<file path="src/design/hal_pkg.sv">
// Shared types, codes and defaults for the hello adjacency liveness monitor.
// No dependencies; hal_ctrl, hal_dp and the top level import it.
`default_nettype none
package hal_pkg;

  localparam int NUM_FACES_DFLT = 16;

  localparam logic [7:0] MISS_THRESHOLD_DFLT = 8'd3;

  // commands
  localparam logic [1:0] CMD_ENABLE  = 2'd0;
  localparam logic [1:0] CMD_DISABLE = 2'd1;
  localparam logic [1:0] CMD_DATA    = 2'd2;
  localparam logic [1:0] CMD_TICK    = 2'd3;

  // result kinds
  localparam logic [1:0] KIND_STATUS = 2'd0;
  localparam logic [1:0] KIND_HELLO  = 2'd1;
  localparam logic [1:0] KIND_DATA   = 2'd2;
  localparam logic [1:0] KIND_NONE   = 2'd3;

  // status codes
  localparam logic [1:0] ST_OK           = 2'd0;
  localparam logic [1:0] ST_ALREADY_EN   = 2'd1;
  localparam logic [1:0] ST_ALREADY_DIS  = 2'd2;

  // register indexes
  localparam logic [7:0] REG_MISS_THRESHOLD   = 8'd0;
  localparam logic [7:0] REG_PROTOCOL_ENABLED = 8'd1;

  typedef struct packed {
    logic [1:0]  command;
    logic [3:0]  face_id;
    logic [63:0] rx_seq;
  } item_t;

  typedef struct packed {
    logic [1:0]  kind;
    logic [1:0]  status;
    logic [3:0]  out_face;
    logic [63:0] tx_seq;
    logic        is_down;
    logic        last;
  } result_t;

  typedef struct packed {
    logic [7:0] index;
    logic [7:0] value;
  } cfg_t;

  typedef enum logic [2:0] {
    S_IDLE,
    S_DECODE,
    S_NONE,
    S_CMD,
    S_SCAN,
    S_READ,
    S_EVAL
  } state_t;

  // controller -> datapath
  typedef struct packed {
    logic capture;
    logic emit_none;
    logic emit_cmd;
    logic emit_eval;
    logic scan_clr;
    logic scan_inc;
  } ctrl_cmd_t;

  // datapath -> controller
  typedef struct packed {
    logic [1:0] cmd;
    logic       proto_en;
    logic       any_active;
    logic       face_oor;
    logic       slot_active;
    logic       last_active;
    logic       out_free;
  } dp_stat_t;

endpackage
`default_nettype wire

</file>
<file path="src/design/hal_chan_if.sv">
// Valid/ready channel interface with a typed payload.
// Depends on nothing; payload types come from hal_pkg at instantiation.
`default_nettype none
interface hal_chan_if #(
  parameter type T = logic
);
  logic valid;
  logic ready;
  T     data;

  modport source (output valid, output data, input ready);
  modport sink   (input valid, input data, output ready);
endinterface
`default_nettype wire

</file>
<file path="src/design/hal_ram.sv">
// Generic single-write, single-read RAM with registered read data.
// No dependencies.
`default_nettype none
module hal_ram #(
  parameter int WIDTH = 64,
  parameter int DEPTH = 16,
  localparam int AW   = (DEPTH > 1) ? $clog2(DEPTH) : 1
) (
  input  wire logic             clk,
  input  wire logic             we,
  input  wire logic [AW-1:0]    waddr,
  input  wire logic [WIDTH-1:0] wdata,
  input  wire logic [AW-1:0]    raddr,
  output logic      [WIDTH-1:0] rdata
);

  logic [WIDTH-1:0] mem [DEPTH];

  always_ff @(posedge clk) begin
    if (we) begin
      mem[waddr] <= wdata;
    end
    rdata <= mem[raddr];
  end

endmodule
`default_nettype wire

</file>
<file path="src/design/hal_ctrl.sv">
// Controller state machine: sequences decode, slot scan, RAM read and result emit.
// Depends on hal_pkg.
`default_nettype none
module hal_ctrl (
  input  wire logic               clk,
  input  wire logic               rst,
  input  wire logic               in_valid,
  output logic                    in_ready,
  input  wire hal_pkg::dp_stat_t  stat,
  output hal_pkg::ctrl_cmd_t      cmd
);
  import hal_pkg::*;

  state_t state, state_next;

  always_ff @(posedge clk) begin
    if (rst) begin
      state <= S_IDLE;
    end else begin
      state <= state_next;
    end
  end

  always_comb begin
    state_next = state;
    unique case (state)
      S_IDLE: begin
        if (in_valid) state_next = S_DECODE;
      end
      S_DECODE: begin
        priority if (stat.cmd == CMD_TICK) begin
          state_next = (stat.proto_en && stat.any_active) ? S_SCAN : S_NONE;
        end else if (stat.face_oor) begin
          state_next = S_NONE;
        end else if (stat.cmd == CMD_ENABLE || stat.cmd == CMD_DISABLE) begin
          state_next = S_CMD;
        end else begin
          state_next = stat.proto_en ? S_READ : S_NONE;
        end
      end
      S_NONE, S_CMD: begin
        if (stat.out_free) state_next = S_IDLE;
      end
      S_SCAN: begin
        if (stat.slot_active) state_next = S_READ;
      end
      S_READ: begin
        state_next = S_EVAL;
      end
      S_EVAL: begin
        if (stat.out_free) begin
          state_next = (stat.cmd == CMD_TICK && !stat.last_active) ? S_SCAN : S_IDLE;
        end
      end
      default: state_next = S_IDLE;
    endcase
  end

  always_comb begin
    in_ready      = (state == S_IDLE);
    cmd.capture   = (state == S_IDLE) && in_valid;
    cmd.emit_none = (state == S_NONE) && stat.out_free;
    cmd.emit_cmd  = (state == S_CMD) && stat.out_free;
    cmd.emit_eval = (state == S_EVAL) && stat.out_free;
    cmd.scan_clr  = (state == S_DECODE);
    cmd.scan_inc  = ((state == S_SCAN) && !stat.slot_active) ||
                    ((state == S_EVAL) && stat.out_free && stat.cmd == CMD_TICK);
  end

  a_emit_free: assert property (@(posedge clk) disable iff (rst)
    (cmd.emit_none || cmd.emit_cmd || cmd.emit_eval) |-> stat.out_free)
    else $error("result emitted while output register busy");

  a_emit_one: assert property (@(posedge clk) disable iff (rst)
    $onehot0({cmd.emit_none, cmd.emit_cmd, cmd.emit_eval}))
    else $error("more than one emit in a cycle");

  a_eval_after_read: assert property (@(posedge clk) disable iff (rst)
    (state == S_EVAL && $past(state) != S_EVAL) |-> $past(state) == S_READ)
    else $error("evaluation without a RAM read");

  a_scan_tick: assert property (@(posedge clk) disable iff (rst)
    cmd.scan_inc |-> stat.cmd == CMD_TICK)
    else $error("scan advanced outside a tick");

endmodule
`default_nettype wire

</file>
<file path="src/design/hal_dp.sv">
// Datapath: config registers, adjacency flags, sequence RAMs and output register.
// Depends on hal_pkg and hal_ram.
`default_nettype none
module hal_dp #(
  parameter int NUM_FACES = hal_pkg::NUM_FACES_DFLT
) (
  input  wire logic               clk,
  input  wire logic               rst,
  input  wire hal_pkg::item_t     item_data,
  input  wire logic               cfg_valid,
  input  wire hal_pkg::cfg_t      cfg_data,
  input  wire logic               result_ready,
  output logic                    result_valid,
  output hal_pkg::result_t        result_data,
  input  wire hal_pkg::ctrl_cmd_t cmd,
  output hal_pkg::dp_stat_t       stat
);
  import hal_pkg::*;

  localparam int IDX_W = (NUM_FACES > 1) ? $clog2(NUM_FACES) : 1;
  localparam int CNT_W = $clog2(NUM_FACES + 1);

  logic [7:0]           miss_threshold;
  logic                 protocol_enabled;
  logic [NUM_FACES-1:0] adj_active;
  logic [NUM_FACES-1:0] down_flag;
  logic [NUM_FACES-1:0] sent_vld;
  logic [NUM_FACES-1:0] acked_vld;
  logic [CNT_W-1:0]     active_count;
  item_t                item_q;
  logic [IDX_W-1:0]     scan_idx;

  logic [IDX_W-1:0]     face_idx;
  logic [IDX_W-1:0]     addr;
  logic                 is_tick;
  logic [63:0]          sent_raw, acked_raw, sent_rd, acked_rd;
  logic [63:0]          sent_inc, diff;
  logic                 miss_hit, rx_newer;
  logic [NUM_FACES-1:0] hi_mask;
  logic                 we_sent, we_acked;

  assign is_tick  = (item_q.command == CMD_TICK);
  assign face_idx = IDX_W'(item_q.face_id);
  assign addr     = is_tick ? scan_idx : face_idx;

  always_comb begin
    for (int i = 0; i < NUM_FACES; i++) begin
      hi_mask[i] = (i > int'(scan_idx));
    end
  end

  assign sent_rd  = sent_vld[addr] ? sent_raw : 64'd0;
  assign acked_rd = acked_vld[addr] ? acked_raw : 64'd0;
  assign diff     = sent_rd - acked_rd;
  assign sent_inc = sent_rd + 64'd1;
  assign miss_hit = (|diff[63:8]) || (diff[7:0] >= miss_threshold);
  assign rx_newer = (acked_rd < item_q.rx_seq);

  assign we_sent  = cmd.emit_eval && is_tick;
  assign we_acked = cmd.emit_eval && !is_tick && rx_newer;

  hal_ram #(.WIDTH(64), .DEPTH(NUM_FACES)) u_sent_ram (
    .clk   (clk),
    .we    (we_sent),
    .waddr (addr),
    .wdata (sent_inc),
    .raddr (addr),
    .rdata (sent_raw)
  );

  hal_ram #(.WIDTH(64), .DEPTH(NUM_FACES)) u_acked_ram (
    .clk   (clk),
    .we    (we_acked),
    .waddr (addr),
    .wdata (item_q.rx_seq),
    .raddr (addr),
    .rdata (acked_raw)
  );

  always_ff @(posedge clk) begin
    if (cmd.capture) begin
      item_q <= item_data;
    end
  end

  always_ff @(posedge clk) begin
    if (rst) begin
      scan_idx <= '0;
    end else if (cmd.scan_clr) begin
      scan_idx <= '0;
    end else if (cmd.scan_inc) begin
      scan_idx <= scan_idx + IDX_W'(1);
    end
  end

  always_ff @(posedge clk) begin
    if (rst) begin
      miss_threshold   <= MISS_THRESHOLD_DFLT;
      protocol_enabled <= 1'b0;
    end else if (cfg_valid) begin
      if (cfg_data.index == REG_MISS_THRESHOLD) begin
        miss_threshold <= cfg_data.value;
      end else if (cfg_data.index == REG_PROTOCOL_ENABLED) begin
        protocol_enabled <= cfg_data.value[0];
      end
    end
  end

  always_ff @(posedge clk) begin
    if (rst) begin
      adj_active   <= '0;
      down_flag    <= '0;
      sent_vld     <= '0;
      acked_vld    <= '0;
      active_count <= '0;
    end else begin
      if (we_sent) begin
        sent_vld[addr] <= 1'b1;
        if (miss_hit) down_flag[addr] <= 1'b1;
      end
      if (we_acked) begin
        acked_vld[addr] <= 1'b1;
        down_flag[addr] <= 1'b0;
      end
      if (cmd.emit_cmd) begin
        if (item_q.command == CMD_ENABLE && !adj_active[face_idx]) begin
          adj_active[face_idx] <= 1'b1;
          down_flag[face_idx]  <= 1'b1;
          active_count         <= active_count + CNT_W'(1);
        end else if (item_q.command == CMD_DISABLE && adj_active[face_idx]) begin
          adj_active[face_idx] <= 1'b0;
          down_flag[face_idx]  <= 1'b0;
          if (active_count != '0) active_count <= active_count - CNT_W'(1);
        end
      end
    end
  end

  always_ff @(posedge clk) begin
    if (rst) begin
      result_valid <= 1'b0;
    end else if (cmd.emit_none || cmd.emit_cmd || cmd.emit_eval) begin
      result_valid <= 1'b1;
    end else if (result_ready) begin
      result_valid <= 1'b0;
    end
  end

  always_ff @(posedge clk) begin
    if (cmd.emit_none) begin
      result_data <= '{kind: KIND_NONE, status: ST_OK, out_face: 4'd0,
                       tx_seq: 64'd0, is_down: 1'b0, last: 1'b1};
    end else if (cmd.emit_cmd) begin
      result_data.kind     <= KIND_STATUS;
      result_data.out_face <= item_q.face_id;
      result_data.tx_seq   <= 64'd0;
      result_data.last     <= 1'b1;
      if (item_q.command == CMD_ENABLE) begin
        result_data.status  <= adj_active[face_idx] ? ST_ALREADY_EN : ST_OK;
        result_data.is_down <= adj_active[face_idx] ? down_flag[face_idx] : 1'b1;
      end else begin
        result_data.status  <= adj_active[face_idx] ? ST_OK : ST_ALREADY_DIS;
        result_data.is_down <= adj_active[face_idx] ? 1'b0 : down_flag[face_idx];
      end
    end else if (cmd.emit_eval) begin
      result_data.status <= ST_OK;
      if (is_tick) begin
        result_data.kind     <= KIND_HELLO;
        result_data.out_face <= 4'(scan_idx);
        result_data.tx_seq   <= sent_inc;
        result_data.is_down  <= down_flag[addr] | miss_hit;
        result_data.last     <= ~|(adj_active & hi_mask);
      end else begin
        result_data.kind     <= KIND_DATA;
        result_data.out_face <= item_q.face_id;
        result_data.tx_seq   <= 64'd0;
        result_data.is_down  <= rx_newer ? 1'b0 : down_flag[addr];
        result_data.last     <= 1'b1;
      end
    end
  end

  always_comb begin
    stat.cmd         = item_q.command;
    stat.proto_en    = protocol_enabled;
    stat.any_active  = (active_count != '0);
    stat.face_oor    = (32'(item_q.face_id) >= 32'(NUM_FACES));
    stat.slot_active = adj_active[scan_idx];
    stat.last_active = ~|(adj_active & hi_mask);
    stat.out_free    = !result_valid || result_ready;
  end

  a_count: assert property (@(posedge clk) disable iff (rst)
    active_count == CNT_W'($countones(adj_active)))
    else $error("active count out of step with active flags");

  a_down_on_enable: assert property (@(posedge clk) disable iff (rst)
    (cmd.emit_cmd && item_q.command == CMD_ENABLE && !adj_active[face_idx])
      |=> adj_active[$past(face_idx)] && down_flag[$past(face_idx)])
    else $error("enabled slot not marked active and down");

endmodule
`default_nettype wire

</file>
<file path="src/design/hello_adjacency_liveness.sv">
// Top level of the hello adjacency liveness monitor: controller plus datapath.
// Depends on hal_pkg, hal_chan_if, hal_ctrl, hal_dp (and hal_ram below it).
//
//   channel   dir   payload                                        beat when
//   item      in    command, face_id, rx_seq                       valid && ready
//   result    out   kind, status, out_face, tx_seq, is_down, last  valid && ready
//   cfg       in    index, value                                   valid (ready is 1)
//
// Enable/disable, out-of-range and dropped items pass through accept, decode and emit.
// Received data adds a RAM read of the acked number before evaluation. A tick takes accept
// and decode, then scans each slot up to the last active one, with a read and an evaluate
// step for each active slot; the read step is there because the RAM read is registered.
// Reset is synchronous; flags and the valid bits of the sequence RAMs clear at once.
// A result waiting in the output register stalls the walk; once an item's final result is
// registered, the next item is taken meanwhile.
`default_nettype none
module hello_adjacency_liveness #(
  parameter int NUM_FACES = hal_pkg::NUM_FACES_DFLT
) (
  input wire logic clk,
  input wire logic rst,
  hal_chan_if.sink   item,
  hal_chan_if.source result,
  hal_chan_if.sink   cfg
);
  import hal_pkg::*;

  ctrl_cmd_t cmd;
  dp_stat_t  stat;
  logic      in_ready;

  assign item.ready = in_ready;
  assign cfg.ready  = 1'b1;

  hal_ctrl u_ctrl (
    .clk      (clk),
    .rst      (rst),
    .in_valid (item.valid),
    .in_ready (in_ready),
    .stat     (stat),
    .cmd      (cmd)
  );

  hal_dp #(.NUM_FACES(NUM_FACES)) u_dp (
    .clk          (clk),
    .rst          (rst),
    .item_data    (item.data),
    .cfg_valid    (cfg.valid),
    .cfg_data     (cfg.data),
    .result_ready (result.ready),
    .result_valid (result.valid),
    .result_data  (result.data),
    .cmd          (cmd),
    .stat         (stat)
  );

endmodule
`default_nettype wire
</file>
<file path="src/flat_wrapper.sv">
// flat-port wrapper written by rule: the top's interface ports become plain ports
module hello_adjacency_liveness_flat import hal_pkg::*;
#(
  parameter int NUM_FACES = hal_pkg::NUM_FACES_DFLT
)
  (clk, rst, item_valid, item_data, item_ready, result_valid, result_data, result_ready, cfg_valid, cfg_data, cfg_ready);
  hal_chan_if item_i ();
  hal_chan_if result_i ();
  hal_chan_if cfg_i ();
  input wire logic clk;
  input wire logic rst;
  input wire logic [$bits(item_i.valid)-1:0] item_valid;
  input wire logic [$bits(item_i.data)-1:0] item_data;
  output wire logic [$bits(item_i.ready)-1:0] item_ready;
  output wire logic [$bits(result_i.valid)-1:0] result_valid;
  output wire logic [$bits(result_i.data)-1:0] result_data;
  input wire logic [$bits(result_i.ready)-1:0] result_ready;
  input wire logic [$bits(cfg_i.valid)-1:0] cfg_valid;
  input wire logic [$bits(cfg_i.data)-1:0] cfg_data;
  output wire logic [$bits(cfg_i.ready)-1:0] cfg_ready;
  assign item_i.valid = item_valid;
  assign item_i.data = item_data;
  assign item_ready = item_i.ready;
  assign result_valid = result_i.valid;
  assign result_data = result_i.data;
  assign result_i.ready = result_ready;
  assign cfg_i.valid = cfg_valid;
  assign cfg_i.data = cfg_data;
  assign cfg_ready = cfg_i.ready;
  hello_adjacency_liveness #(.NUM_FACES(NUM_FACES)) u_core (.clk(clk), .rst(rst), .item(item_i), .result(result_i), .cfg(cfg_i));
endmodule
</file>
<file path="config.mk">
export PLATFORM = sky130hd
export DESIGN_NAME = hello_adjacency_liveness_flat
export DESIGN_NICKNAME = d
export VERILOG_FILES = /design/src/design/hal_pkg.sv /design/src/design/hal_chan_if.sv /design/src/design/hal_ram.sv /design/src/design/hal_ctrl.sv /design/src/design/hal_dp.sv /design/src/design/hello_adjacency_liveness.sv /design/src/flat_wrapper.sv
export SDC_FILE = /design/constraint.sdc
export NUM_CORES = 1
export LEC_CHECK = 0
export ABC_CLOCK_PERIOD_IN_PS = 2900
export BUFFER_PORTS_ARGS = -buffer_cell sky130_fd_sc_hd__buf_2
export CORE_AREA = 2 2 39 41
export CTS_CLUSTER_DIAMETER = 50
export CTS_CLUSTER_SIZE = 25
export DETAILED_ROUTE_END_ITERATION = 16
export DIE_AREA = 0 0 41 43
export GPL_TIMING_DRIVEN = 0
export MAX_ROUTING_LAYER = met4
export PLACE_DENSITY_LB_ADDON = 0.12
export SYNTH_ARGS = -nofsm -noshare
export SYNTH_HDL_FRONTEND = slang
export SYNTH_SLANG_ARGS = --single-unit
</file>
<file path="constraint.sdc">
create_clock -name clk -period 2.9 [get_ports clk]
set_input_delay 0.145 -clock clk [delete_from_list [all_inputs] [get_ports clk]]
set_output_delay 0.145 -clock clk [all_outputs]
set_load 0.01 [all_outputs]
</file>
==> flow_metrics.tcl, run 1 <==
set metrics [dict create \
    status "completed" \
    whs_ns 0.116 \
    regArea_um2 180 \
    fmax_mhz 669 \
    worst_slack_ns 1.41 \
    swShare_pct 25.4 \
    final_hold_viol_count 0 \
    instances_no_fill 80 \
    drt_first_pass_iters 4 \
    initialDrtViolationCount 8 \
    post-route-min-period_ns 1.49 \
    synth_area_leader_cell "dfxtp_1" \
    synthToLayoutAreaGrowth_pct 15.9 \
    switchingPower_mw 0.0666 \
    yosysMostFrequentCell "dfxtp_1" \
    p_leak_nw 0.210 \
    finalCritPeriodShare_pct 51.5 \
    synth_common_cells "dfxtp_1 (9), a21oi_1 (6), inv_1 (4), nand2_1 (4), nor2_1 (3)" \
    cts_hold_buf 0 \
    grt_first_pass_wirelength_um 1460 \
    crit_arrival_ns 1.70 \
    antenna_found_initial 0 \
    cp_max_fo 8 \
    die_w_um 41 \
    rows 14 \
    final_layout_size_suffix_gt1_share_pct 23.4 \
    die_h_um 43 \
    nNetsFinal 73 \
    routabilityCongestion 0.715 \
    synth_edf_count 0 \
    coreArea_mm2 0.00138 \
    drc_errors 0 \
    syn_area_per_cell_um2 8.74 \
    p_int_mw 0.196 \
    wl_per_cell_um 10.4 \
    track_usage_pct 12.6 \
    start_util_pct 34.1 \
    max_slew_margin_pct 53.1 \
    synth_flop_cell "dfxtp_1" \
    grt_max_degree 11 \
    final_util_pct 39.5 \
    worstMarginPinSlew_ns 0.697 \
    ios 11 \
    cts_max_level 1 \
    synth_area_um2 472 \
    ys_seq_area_share_pct 38.2 \
    antenna_cells 0 \
    finalClockSkew_ns 0.00231 \
    dp_cells 76 \
    num_vias 401 \
    critical_path_class "reg2reg" \
    place_ws_ns 1.41 \
    synth.yosys.warnings 0 \
    setup_viol 0 \
    multiInputGateArea_um2 239 \
    overflow 0 \
    vdd_ir_drop_max_uv 210 \
    fillers 154 \
    grt_pass1_vias 358 \
    drt_wl_total_um 834 \
    port_buffers 5 \
    netlist_instances 54 \
    total_power_mw 0.263 \
    startpoint_type "flop" \
    clk_pin_slew_ns 0.06 \
    seqPwrFrac_pct 49.2 \
    clockPowerShare_pct 38.8 \
    cts_buffers 3 \
    combPwrFrac_pct 12.0 \
    end_kind "flop" \
    cts_resized 0 \
    final_cell_area_um2 547 \
    postRouteAntennaNets 0 \
    cts_sinks 9 \
    insertion_delay_ns 0.27 \
    synth-seq-cells 9 \
    hp-class "in2reg" \
    setup_tns_ns 0 \
    ys_types 27 \
    cap_violations 0 \
    postCtsSetupBuffers 0 \
    powerDensity_mw_per_mm2 480 \
    cts_root_buf "clkbuf_4" \
    dp_hpwl_um 593 \
    cts_tree "done" \
    yosys-top-cells-area "dfxtp_1 (38%), a21oi_1 (6.4%), buf_6 (4.8%), a211o_1 (3.7%), a2111oi_2 (3.2%)" \
    rsz0062_at_grt "no" \
    via_per_inst 5.01 \
    crit_required_ns 3.10 \
    slew_viol_final 0 \
    synth_top_cell_area_share_pct 38.2 \
    placed_area_um2 520 \
    async_reset_ff_share_pct 0 \
    die_area_mm2 0.00176 \
    clockBufferDepth 2 \
]
final cells by class:
cell class,count,area share [%]
inverters,4,2.75
plain buffers,5,7.55
flip-flops and latches,9,33.0
repair buffers,5,4.58
multi-input cells,37,43.7
well taps,16,3.66
clock buffers,4,4.81
registers in the layout, summed over array words and instances, names as in the netlist:
signal                    count
u_core.u_ctrl.state           3
u_core.u_dp.scan_idx          4
u_core.u_dp.result_valid      1
u_core.u_dp.adj_active        1
critical path: stages, from the launching register on:
cell and delay [ns]:
dfxtp_1 0.43, or3b_1 0.38, buf_6 0.14, or3_1 0.33, a21oi_1 0.13
final timing paths:
kind                                              start                      end  slack [ns]  cells after the start
worst max-delay path             u_core.u_ctrl.state[2]  u_core.u_dp.scan_idx[3]        1.41                      4
worst min-delay path                                rst   u_core.u_ctrl.state[0]        0.12                      2
worst max register to register   u_core.u_ctrl.state[2]  u_core.u_dp.scan_idx[3]        1.41                      4
worst min register to register  u_core.u_dp.scan_idx[1]  u_core.u_dp.scan_idx[1]        0.49                      2
cells in the final DEF (no fill, tap or decap), drive strengths merged:
cell and instances:
dfxtp 9, buf 9, a21oi 6, clkbuf 5, nand2 4, inv 4, nor2 3, nor3 2
nand2b 2, o21a 2, a211o 2, conb 2, or2b 1, nand4b 1, a221o 1, nor4 1
nand4 1, or3b 1, nand3 1, o21ai 1, or3 1, a21o 1, a2111oi 1, o21ba 1
a41oi 1, ha 1
per-layer routing:
layer / share of wire (%) / global-route usage, % / up-vias / wire (µm)
met3: 3.7 / 1.57 / 2 / 31
met1: 49 / 17.0 / 182 / 411
li1: - / - / 208 / -
met4: 3.4 / 10.0 / 0 / 28
met5: 0 / - / - / 0
met2: 43 / 16.3 / 9 / 362
power groups by stage:
stage | Combinational, mW | Clock (mW) | Sequential, mW
2_1_floorplan | 0.0228 | 0 | 0.132
3_3_place_gp | 0.0315 | 0 | 0.132
3_5_place_dp | 0.0315 | 0 | 0.132
4_1_cts | 0.0317 | 0.106 | 0.129
5_1_grt | 0.0345 | 0.111 | 0.129
6_report | 0.0315 | 0.102 | 0.129
cells by family after synthesis:
| group | count (synthesis) | synth area share, % |
|---|---|---|
| and+or+nand+nor | 18 | 21.0 |
| AOI/OAI and AO/OA | 16 | 25.5 |
| buffers and inverters | 9 | 11.9 |
| DFF | 9 | 38.2 |
| adders and majority gates | 1 | 2.65 |
| other | 1 | 0.795 |
(Power assumes the default switching activity.)
==> inputs of run 2 (changes only) <==
Settings changed: ABC_CLOCK_PERIOD_IN_PS 2900 to 1500.
Clock period 2.9 ns to 1.5 ns, I/O delays scaled along.
==> run 2 against run 1 <==
  * Clock-buffer cell count is the same
  * Combinational power grew 95%
  * Cell area grew 2.1%
  * Final cell count shrank 1.3%
  * Non-clock buffer count shrank 1
  * Wire length grew 6.7%
  * Clock skew grew 0.0024 ns
  * Via count grew 3.5%
  * Sequential power grew 94%
  * Critical path type unchanged
==> flow_metrics.tcl, run 2 (synthesis gave the netlist of run 1 again) <==
set metrics [dict create \
    swShare_pct 25.5 \
    status "completed" \
    fillers 152 \
    top_register "u_core.u_dp.scan_idx" \
    grt_first_pass_wirelength_um 1520 \
    grt_pass1_vias 372 \
    crit_family "simple AND/OR/NAND/NOR gates" \
    dp_hpwl_um 593 \
    combPwrFrac_pct 12.1 \
    switchingPower_mw 0.130 \
    hp-class "in2reg" \
    clockPowerShare_pct 38.8 \
    seqPwrFrac_pct 49.2 \
    worstMarginPinSlew_ns 0.531 \
    overflow 0 \
    antenna_cells 0 \
    largest_reg_flops 4 \
    start_util_pct 34.1 \
    instances_no_fill 79 \
    cap_violations 0 \
    final_hold_viol_count 0 \
    die_w_um 41 \
    crit_required_ns 1.70 \
    worstSetupPathDepth 4 \
    cts_tree "done" \
    setup_tns_ns 0 \
    vdd_ir_drop_max_uv 402 \
    layout_commonest_cell "dfxtp_1" \
    cp_max_fo 9 \
    ios 11 \
    rows 14 \
    cts_max_level 1 \
    dp_cells 76 \
    post-route-min-period_ns 1.44 \
    finalClockSkew_ns 0.00471 \
    end_kind "flop" \
    num_vias 415 \
    placed_area_um2 520 \
    fmax_mhz 693 \
    synthToLayoutAreaGrowth_pct 18.3 \
    setup_viol 0 \
    drc_errors 0 \
    grt_max_degree 11 \
    postRouteAntennaNets 0 \
    slew_viol_final 0 \
    max_slew_margin_pct 64.3 \
    crit_buf_inv 1 \
    critical_path_class "reg2reg" \
    rsz0062_at_grt "no" \
    r2r_start "u_core.u_ctrl.state[0]" \
    timing.rr.end "u_core.u_dp.scan_idx[3]" \
    cts_buffers 3 \
    wl_per_cell_um 11.3 \
    cts_sinks 9 \
    die_h_um 43 \
    final_cell_area_um2 558 \
    routabilityCongestion 0.715 \
    endpoint "u_core.u_dp.scan_idx[3]" \
    track_usage_pct 13.0 \
    cp_slowest_cell "or3b_4" \
    port_buffers 5 \
    antenna_found_initial 0 \
    r2r_slack_ns 0.06 \
    initialDrtViolationCount 5 \
    finalCritPeriodShare_pct 96.3 \
    startpoint "u_core.u_ctrl.state[0]" \
    cts_root_buf "clkbuf_4" \
    final_layout_size_suffix_gt1_share_pct 27.0 \
    drt_wl_total_um 890 \
    die_area_mm2 0.00176 \
    crit_arrival_ns 1.65 \
    insertion_delay_ns 0.27 \
    startpoint_type "flop" \
    critical_path.cell_chain "buf_6 > or3b_4 > or3_1 > a21oi_1" \
    p_leak_nw 0.209 \
    layout_common_cells "dfxtp_1 (8), a21oi_1 (6), buf_2 (5), nand2_1 (4), inv_1 (4)" \
    nNetsFinal 72 \
    coreArea_mm2 0.00138 \
    final_util_pct 40.3 \
    powerDensity_mw_per_mm2 912 \
    min_from "rst" \
    p_int_mw 0.379 \
    via_per_inst 5.25 \
    clockBufferDepth 2 \
    top_regs "u_core.u_dp.scan_idx: 4 flops, u_core.u_ctrl.state: 3 flops" \
    drt_first_pass_iters 4 \
    reg2regPathDepth 4 \
    total_power_mw 0.509 \
    clk_pin_slew_ns 0.07 \
    cpPeakStageDelay_ns 0.45 \
]
==> run 2: power groups by stage <==
| stage | Clock, mW | Sequential, mW | Combinational [mW] |
|---|---|---|---|
| after floorplan | 0 | 0.255 | 0.0440 |
| after global placement | 0 | 0.255 | 0.0608 |
| after detailed placement | 0 | 0.255 | 0.0610 |
| after CTS | 0.206 | 0.250 | 0.0612 |
| after global routing | 0.214 | 0.250 | 0.0670 |
| final | 0.197 | 0.250 | 0.0613 |
==> run 2: through the flow <==
step	setup WS [ns]	hold slack, ns
2_1_floorplan	0.0580	0.144
3_3_place_gp	0.00000155	0.329
3_5_place_dp	0.0122	0.325
4_1_cts	0.0120	0.0378
5_1_grt	0.000107	0.0533
6_report	0.0562	0.0405
==> run 2: worst min path at each step <==
stage | cells past startpoint | endpoint | slack (ns)
floorplan | 1 | u_core.u_ctrl.state[0] | 0.14
global placement | 2 | u_core.u_ctrl.state[0] | 0.33
detailed placement | 2 | u_core.u_ctrl.state[0] | 0.32
CTS | 2 | u_core.u_ctrl.state[0] | 0.04
global route | 2 | u_core.u_ctrl.state[0] | 0.05
finish | 2 | u_core.u_ctrl.state[2] | 0.04
==> run 2: what timing repair did <==
| action | in CTS | in global routing |
|---|---|---|
| pin swaps | 2 | 2 |
| endpoints found under the setup margin | 2 | 2 |
| cloned | 0 | 0 |
| hold buffers | 0 | 0 |
| resized for setup | 2 | 2 |
| setup buffers | 0 | 0 |
==> run 2: routing by layer <==
metal | GRT usage, % | routed length [µm]
met4 | 10.0 | 28
met1 | 17.0 | 437
met2 | 17.5 | 392
met5 | - | 0
met3 | 1.57 | 32
==> run 2: area by class of cell <==
cell class,instances,area [µm²],area share [%]
tap,16,20.0,3.59
timing repair buffer,5,25.0,4.48
clock buffer,4,26.3,4.71
inverter,4,15.0,2.69
buffer,4,30.0,5.38
sequential,9,181,32.5
multi-input combinational,37,260,46.6
==> run 2: worst register-to-register path, cell delays in order, from the launching register on <==
cell and delay (ns):
dfxtp_1 0.31, buf_6 0.13, or3b_4 0.45, or3_1 0.36
a21oi_1 0.13
==> inputs of run 3 (changes only) <==
Settings changed: CELL_PAD_IN_SITES_DETAIL_PLACEMENT set to 0, CELL_PAD_IN_SITES_GLOBAL_PLACEMENT set to 1, CORE_AREA 2 2 39 41 to not set, CORE_MARGIN set to 2, CORE_UTILIZATION set to 36, DIE_AREA 0 0 41 43 to not set, REMOVE_ABC_BUFFERS set to 1.
==> run 3 against run 2 <==
  * Sequential share of layout area rose by 3.1 points
  * Sequential cell count did not move
  * Clock-buffer cell count did not move
  * Hold slack improved by 0.012 ns
  * Critical path depth fell by 1
  * Total power fell by 5.1%
  * Highest routed layer is now met3
==> flow_metrics.tcl, run 3 (synthesis gave the netlist of run 1 again) <==
set metrics [dict create \
    final_hold_viol_count 0 \
    drt_wl_total_um 905 \
    die_h_um 40.2 \
    final_util_pct 40.7 \
    status "completed" \
    num_vias 379 \
    r2r_slack_ns 0.09 \
    clockBufferDepth 2 \
    grt_first_pass_wirelength_um 1480 \
    end_kind "flop" \
    cts_tree "done" \
    r2r_start "u_core.u_ctrl.state[2]" \
    die_area_mm2 0.00162 \
    overflow 0 \
    min_from "rst" \
    routabilityCongestion 0.610 \
    port_buffers 5 \
    cp_slowest_cell "or3b_4" \
    largest_reg_flops 4 \
    cts_max_level 1 \
    hp-class "in2reg" \
    timing.rr.end "u_core.u_dp.scan_idx[3]" \
    track_usage_pct 14.3 \
    slew_viol_final 0 \
    layout_common_cells "a21oi_1 (6), dfxtp_1 (6), buf_2 (5), nand2_1 (4), inv_1 (4)" \
    crit_buf_inv 0 \
    cts_buffers 3 \
    final_layout_size_suffix_gt1_share_pct 27.1 \
    grt_pass1_vias 363 \
    cts_root_buf "clkbuf_4" \
    final_cell_area_um2 517 \
    clk_pin_slew_ns 0.06 \
    synthToLayoutAreaGrowth_pct 9.55 \
    reg2regPathDepth 3 \
    cp_max_fo 8 \
    vdd_ir_drop_max_uv 394 \
    top_regs "u_core.u_dp.scan_idx: 4 flops, u_core.u_ctrl.state: 3 flops" \
    powerDensity_mw_per_mm2 935 \
    finalClockSkew_ns 0.00149 \
    crit_arrival_ns 1.59 \
    rsz0062_at_grt "no" \
    antenna_found_initial 0 \
    ios 11 \
    critical_path.cell_chain "or3b_4 > or3_1 > a21oi_1" \
    crit_family "simple AND/OR/NAND/NOR gates" \
    p_leak_nw 0.194 \
    grt_max_degree 12 \
    cap_violations 0 \
    top_register "u_core.u_dp.scan_idx" \
    worstMarginPinSlew_ns 0.498 \
    startpoint_type "flop" \
    antenna_cells 0 \
    initialDrtViolationCount 4 \
    hold_end "u_core.u_ctrl.state[2]" \
    cpPeakStageDelay_ns 0.44 \
    finalCritPeriodShare_pct 93.9 \
    placed_area_um2 478 \
    fillers 136 \
    postRouteAntennaNets 0 \
    drt_first_pass_iters 2 \
    wl_per_cell_um 12.2 \
    dp_hpwl_um 667 \
    critical_path_class "reg2reg" \
    cts_sinks 9 \
    nNetsFinal 68 \
    setup_tns_ns 0 \
    coreArea_mm2 0.00127 \
    die_w_um 40.2 \
    crit_required_ns 1.69 \
    start_util_pct 37.2 \
    via_per_inst 5.12 \
    min_path_cells 2 \
    max_slew_margin_pct 66.5 \
    total_power_mw 0.483 \
    drc_errors 0 \
    fmax_mhz 710 \
    setup_viol 0 \
    post-route-min-period_ns 1.41 \
    rows 13 \
    insertion_delay_ns 0.25 \
]
-- run 3: where the power goes --
part / internal, mW / switching, mW / total [mW]
sequential: 0.247 / 0.0133 / 0.260
combinational: 0.0217 / 0.0205 / 0.0422
clock: 0.102 / 0.0786 / 0.181
total: 0.371 / 0.112 / 0.483
-- run 3: layout make-up --
class	instances	area [µm²]	share of cell area, %
clock buffers	4	26.3	5.08
inverters	4	15.0	2.91
flip-flops and latches	9	184	35.6
multi-input cells	37	248	47.9
repair buffers	5	25.0	4.84
well taps	15	18.8	3.63
-- run 3: how the worst max path moves through the flow --
| stage | startpoint | to | slack, ns | depth (start not counted) |
|---|---|---|---|---|
| 2_1_floorplan | u_core.u_ctrl.state[2] | u_core.u_dp.scan_idx[3] | 0.11 | 3 |
| 3_3_place_gp | u_core.u_ctrl.state[2] | u_core.u_dp.scan_idx[3] | 0.03 | 3 |
| 3_5_place_dp | u_core.u_ctrl.state[2] | u_core.u_dp.scan_idx[3] | -0.02 | 3 |
| 4_1_cts | u_core.u_dp.scan_idx[0] | u_core.u_dp.scan_idx[2] | 0.02 | 3 |
| 5_1_grt | u_core.u_ctrl.state[2] | u_core.u_dp.scan_idx[3] | 0.03 | 3 |
| 6_report | u_core.u_ctrl.state[2] | u_core.u_dp.scan_idx[3] | 0.09 | 3 |
-- run 3: metal layers --
layer  wire [µm]  GRT usage (%)  vias to the layer above
met5           0              -                        -
met4           0           7.50                        0
met3          31           3.33                        0
met2         461           21.8                        4
met1         411           17.3                      177
li1            -              -                      198
-- run 3: timing repair --
| item | CTS | global route |
|---|---|---|
| buffers inserted | 0 | 0 |
| hold buffers | 0 | 0 |
| resized for setup | 1 | 4 |
| setup endpoints to repair | 2 | 5 |
-- run 3: per-stage QoR --
stage	setup slack, ns	instances	hold WS [ns]
3_5_place_dp	-0.0211	70	0.321
6_report	0.0919	74	0.0522
5_1_grt	0.0259	74	0.0632
4_1_cts	0.0195	74	0.0503
2_1_floorplan	0.105	50	0.144
3_3_place_gp	0.0260	70	0.311
-- run 3: worst reg2reg max path: cells and delay by family (launching register included) --
family	cells	cell delay (ns)
simple gates	2	0.81
flops	1	0.39
compound gates	1	0.14
